--- src/rtl/rpa_pkg.sv ---
// Package for the 3D axis rotation block: widths, CORDIC constants, arctangent table.
// Used by every module in rtl/; no other dependencies.
package rpa_pkg;

  localparam int CordicStages = 16;
  localparam int InvGainQ30 = 652032874;

  // Widths of the internal data.
  localparam int CW = 34;   // CORDIC x/y, Q2.30 plus headroom
  localparam int ZW = 34;   // angle residual, 2^-32 turn units
  localparam int PW = 33;   // point minus pivot
  localparam int TW = 18;   // sine and cosine, Q16

  typedef logic signed [CW-1:0] cval_t;
  typedef logic signed [ZW-1:0] zval_t;

  typedef struct packed {
    cval_t x;
    cval_t y;
    zval_t z;
  } cstate_t;

  function automatic zval_t atan_turn(input logic [4:0] idx);
    logic [29:0] v;
    case (idx)
      5'd0: v = 30'd536870912;
      5'd1: v = 30'd316933406;
      5'd2: v = 30'd167458907;
      5'd3: v = 30'd85004756;
      5'd4: v = 30'd42667331;
      5'd5: v = 30'd21354465;
      5'd6: v = 30'd10679838;
      5'd7: v = 30'd5340245;
      5'd8: v = 30'd2670163;
      5'd9: v = 30'd1335087;
      5'd10: v = 30'd667544;
      5'd11: v = 30'd333772;
      5'd12: v = 30'd166886;
      5'd13: v = 30'd83443;
      5'd14: v = 30'd41722;
      5'd15: v = 30'd20861;
      5'd16: v = 30'd10430;
      5'd17: v = 30'd5215;
      5'd18: v = 30'd2608;
      5'd19: v = 30'd1304;
      5'd20: v = 30'd652;
      5'd21: v = 30'd326;
      5'd22: v = 30'd163;
      5'd23: v = 30'd81;
      default: v = 30'd0;
    endcase
    return zval_t'(v);
  endfunction

endpackage

--- src/rtl/rpa_cordic_cell.sv ---
// One CORDIC micro-rotation cell with its stage register.
// Depends on rpa_pkg.
module rpa_cordic_cell (
  input  logic                clk,
  input  logic                en,
  input  logic [4:0]          idx,
  input  rpa_pkg::cstate_t    d_in,
  output rpa_pkg::cstate_t    d_out
);

  rpa_pkg::cstate_t st_r, st_nxt;
  rpa_pkg::cval_t dx, dy;
  rpa_pkg::zval_t at;

  always_comb begin
    dx = d_in.y >>> idx;
    dy = d_in.x >>> idx;
    at = rpa_pkg::atan_turn(idx);
    if (!d_in.z[rpa_pkg::ZW-1]) begin
      st_nxt.x = d_in.x - dx;
      st_nxt.y = d_in.y + dy;
      st_nxt.z = d_in.z - at;
    end else begin
      st_nxt.x = d_in.x + dx;
      st_nxt.y = d_in.y - dy;
      st_nxt.z = d_in.z + at;
    end
  end

  always_ff @(posedge clk) begin
    if (en) st_r <= st_nxt;
  end

  assign d_out = st_r;

endmodule

--- config.mk ---
export PLATFORM = sky130hd
export DESIGN_NAME = rpa_cordic_cell
export DESIGN_NICKNAME = d
export VERILOG_FILES = /design/src/rtl/rpa_pkg.sv /design/src/rtl/rpa_cordic_cell.sv
export SDC_FILE = /design/constraint.sdc
export NUM_CORES = 1
export LEC_CHECK = 0
export BUFFER_PORTS_ARGS = -buffer_cell sky130_fd_sc_hd__buf_2
export CAP_MARGIN = 10
export CORE_ASPECT_RATIO = 0.8
export CORE_UTILIZATION = 50
export CTS_CLUSTER_DIAMETER = 150
export CTS_CLUSTER_SIZE = 12
export DETAILED_ROUTE_END_ITERATION = 16
export MAX_ROUTING_LAYER = met4
export PLACE_DENSITY = 0.71
export SLEW_MARGIN = 40
export SYNTH_ARGS = -nofsm -noshare
export SYNTH_HDL_FRONTEND = slang
export SYNTH_SLANG_ARGS = --single-unit
--- constraint.sdc ---
create_clock -name clk -period 6.6 [get_ports clk]
set_input_delay 0.33 -clock clk [delete_from_list [all_inputs] [get_ports clk]]
set_output_delay 0.33 -clock clk [all_outputs]
set_load 0.05 [all_outputs]
=== After elaboration in Yosys (flattened, before gate mapping) ===
Memories as Yosys holds them, arrays and structs flattened.
Cells that the tools add are included.

* Flip-flop bits (word level): 102
* Latch bits: 0
* Memory bits (writable): 0
* Memory bits (read-only): 960
* Bits of input ports: 109
* Output and inout bits: 102
* Word-level logic and storage cells: 13
* Memories kept: 1

* $add $sub $neg: 6
* Multiply operators: 0
* Divide/modulo/power cells: 0
* Order comparisons: 0
* Eq/ne operators: 0
* Shifts and indexed selects: 2
* Muxes and demuxes: 1
* Bitwise gates (word level): 0
* Reductions and logical operators: 0

{| class="wikitable"
|+ Memory list
! name !! words !! bits a word !! read ports !! clocked after Yosys merged registers in !! wr ports !! line !! source
|-
| (no name shown) || 32 || 30 || 1 || 0 || 0 || rpa_pkg.sv:25 || <nowiki>case (idx)</nowiki>
|}

{| class="wikitable"
|+ Operators with widths
! kind !! number
|-
| $mux W102 || 1
|-
| $add A34 B34 Y34 || 2
|-
| $sshr A34 B5 Y34 || 2
|-
| $sub A34 B34 Y34 || 2
|-
| $add A34 B31 Y34 || 1
|-
| $sub A34 B31 Y34 || 1
|}

=== Longest topological paths before layout ===
* Depth in word-level cells: 3
* Gate-level depth with buffers: 27

=== Worst setup path before layout ===
No wires, ideal clock.

* Path type: input port to flip-flop
* Start point: in idx[4]
* End point: reg st_r (netlist bit d_out[33]), data pin
* Library setup time: 0.263 ns
* Arrival time: 5.819 ns
* Required time: 6.337 ns
* Setup slack: 0.518 ns
* Stages on the path: 26
* Buffers on the path: 8
* Cells stage by stage: clkbuf_1 -> clkbuf_1 -> clkbuf_1 -> clkbuf_1 -> buf_2 -> clkbuf_1 -> clkbuf_1 -> buf_1 -> nor2_1 -> a21oi_1 -> ha_1 -> and2_1 -> nand4b_1 -> nor2_1 -> nor2_1 -> xor2_1 -> ha_1 -> a2111o_1 -> a31oi_1 -> o21bai_1 -> a211oi_1 -> a31oi_1 -> a2111oi_0 -> o21bai_1 -> a21oi_1 -> xor2_1

{| class="wikitable"
|+ RTL lines
! element !! line !! source
|-
| start: declaration || rpa_cordic_cell.sv:6 || <nowiki>input logic [4:0] idx,</nowiki>
|-
| end signal: assignment || rpa_cordic_cell.sv:31 || <nowiki>if (en) st_r <= st_nxt;</nowiki>
|-
| end: declaration || rpa_cordic_cell.sv:11 || <nowiki>rpa_pkg::cstate_t st_r, st_nxt;</nowiki>
|}

==> impl_metrics.ini <==
[status]
status = complete, no violations

[grt]
grt_max_degree = 62
antenna_found_initial = 0
grt_pass1_wl_um = 90700
grt_usage_pct = 37.9
overflow = 0
grt_pass1_vias = 14700

[worst_hold_path]
hold_path_class = in2reg

[synth]
ys_seq_area_share_pct = 19.4
ys_ff_latch = 102
yosysMostFrequentCell = a21oi_1
synth_warnings = 0
mappedNetlistArea_mm2 = 0.0158
avgSynthCellArea_um2 = 8.87
synth-edff-count = 102
synthesis.nets = 1999
synth_top_cell_area_share_pct = 19.4
syn-instance-count = 1777
synth_common_cells = 165 x a21oi_1, 147 x nor2_1, 117 x nand2_1, 110 x ha_1, 108 x xnor2_1
ys_top_cells_by_area = edfxtp_1 19%, mux4_2 11%, ha_1 8.7%
async_reset_ff_share_pct = 0
synth.distinct_cells = 94
ys.flop_type = edfxtp_1
synth_largest_area_cell = edfxtp_1

[critical_path]
cp_common_cell = nor2_1
crit_type = in2reg
worstSetupEndpointType = flip-flop
critPathTopFamily = simple AND/OR/NAND/NOR gates
cpPeakStageDelay_ns = 0.58
worstPathArrival_ns = 6.35
worstSetupStartpointType = input port
required_ns = 6.74
critPathBufInv = 2
path_cells = buf_6 -> buf_4 -> mux4_2 -> mux2_2 -> o221ai_1 -> or4b_4 -> nor3_4 -> nand3b_4 -> nor2_1 -> nor2_1 -> xnor2_1 -> ha_1 -> nand3_1 -> nor2_1 -> nand3b_1 -> nor3_2 -> o211ai_1 -> o311ai_0 -> nand2_1 -> o311ai_0
cp_max_fo = 37
slowest_stage = or4b_4

[cts]
cts_sinks = 102
path_clk_slew_ns = 0.08
cts_tree = yes
clock-root-buffer = clkbuf_16
cts_max_path_buffers = 2
cts_made_buffers = 9
cts.htree.levels = 3
cts_setup_buffers = 0

[placement]
io_buffers = 210
placed_cell_area_mm2 = 0.0177
pre_cts_slack_ns = 0.000457
dp.cells = 2396
hpwl_um = 48000
gp_congestion = 1.10

[sta]
setup_ws_ns = 0.386
fin_setup_tns_ns = 0
post-route-min-period_ns = 6.21
worst_pin_slew_ns = 0.917
rsz0062_at_grt = false
slew_headroom_pct = 38.7
slew_viol_final = 0
fmax_ghz = 0.161
setup_viol = 0
final.period_utilization_pct = 94.2
finalHoldViolCount = 0

[power]
power_frac_seq_pct = 23.2
irDropWorstVdd_v = 0.000178
p_int_uw = 2190
p_sw_uw = 2190
p_comb_share_pct = 64.5
p_leak_uw = 0.00739
power_frac_clock_pct = 12.3
p_per_area_mw_per_mm2 = 244
p_sw_share_pct = 50.0

[final_layout]
largest_reg_flops = 102
nets = 2216
area_growth_pct = 14.1
final_area_mm2 = 0.0180
finalNonFillerCells = 2412
drive_gt1_share_pct = 24.6
diodes = 0

[die]
start_util_pct = 51.4
die_x_um = 201
die_h_um = 161
core_area_mm2 = 0.0307
ios = 211
fp-row-count = 57
die_area_mm2 = 0.0322

[routing]
drtIter0Drc = 2456
wl_per_cell_um = 25.1
num_vias = 16200
vias_per_cell = 6.72
ant_nets = 0
drc = 0
dr.pass1.iters = 6
wl_um = 60600

[flow_run]
cap_viol_max_count = 0
==> power by group through the flow <==
stage / logic [µW] / registers [µW] / clock network [µW]
6_report: 2830 / 1020 / 539
2_1_floorplan: 1400 / 1670 / 0
5_1_grt: 3010 / 1030 / 573
3_5_place_dp: 2760 / 1030 / 0
4_1_cts: 2780 / 1020 / 556
3_3_place_gp: 2740 / 1030 / 0
==> cells in the final DEF, fill, tap and decap left out, drive strengths merged, types with 22 or more instances in the layout <==
master,n
mux4,77
ha,110
a211oi,22
edfxtp,102
a21oi,165
nor2,147
nor3,40
buf,311
a31oi,25
mux2i,53
nor2b,27
inv,57
a21o,37
xnor2,108
o21ai,96
xor2,65
nand2,117
mux2,45
==> final timing paths <==
| check | from | end | slack (ns) | cells past startpoint |
|---|---|---|---|---|
| worst max-delay path | idx[0] | d_out[66] | 0.39 | 20 |
| worst min-delay path | d_in[68] | d_out[68] | 0.27 | 2 |
==> kinds of logic (layout without fill, tap and decap cells) <==
kind of cell    Yosys count  count (layout)  synth area share, %
simple gates            484             484                 15.3
buf+inv                 160             382                 4.52
flops                   102             102                 19.4
mux                     175             175                 17.7
compound gates          570             570                 24.4
xor+xnor                173             173                 9.61
fa+ha+maj               113             113                 9.11
==> metal layers <==
metal | wire length [µm] | global-route usage, % | up-vias
li1 | - | - | 7279
met1 | 27200 | 55.9 | 7730
met2 | 23800 | 50.0 | 1091
met3 | 8280 | 11.6 | 116
met4 | 1280 | 7.63 | 0
met5 | 0 | - | -
==> area by class of cell <==
type,count,area [µm²]
inverter,55,206
tap,413,517
clock buffer,9,225
clock inverter,7,53.8
fill,2834,12700
multi-input combinational,1515,12000
sequential,102,3060
timing repair buffer,311,1900
==> what timing repair did <==
action,CTS,global route
endpoints found under the setup margin,0,3
hold buffers,0,0
gates resized for setup,0,3
==> per-stage QoR <==
step	util (%)	hold WS [ns]	power, µW
final	58.6	0.274	4380
after global routing	58.6	0.271	4610
after CTS	58.6	0.264	4350
after detailed placement	57.7	0.650	3790
after global placement	57.7	0.647	3770
after floorplan	-	0.442	3070
No activity file was read; power rests on OpenSTA's default activity.
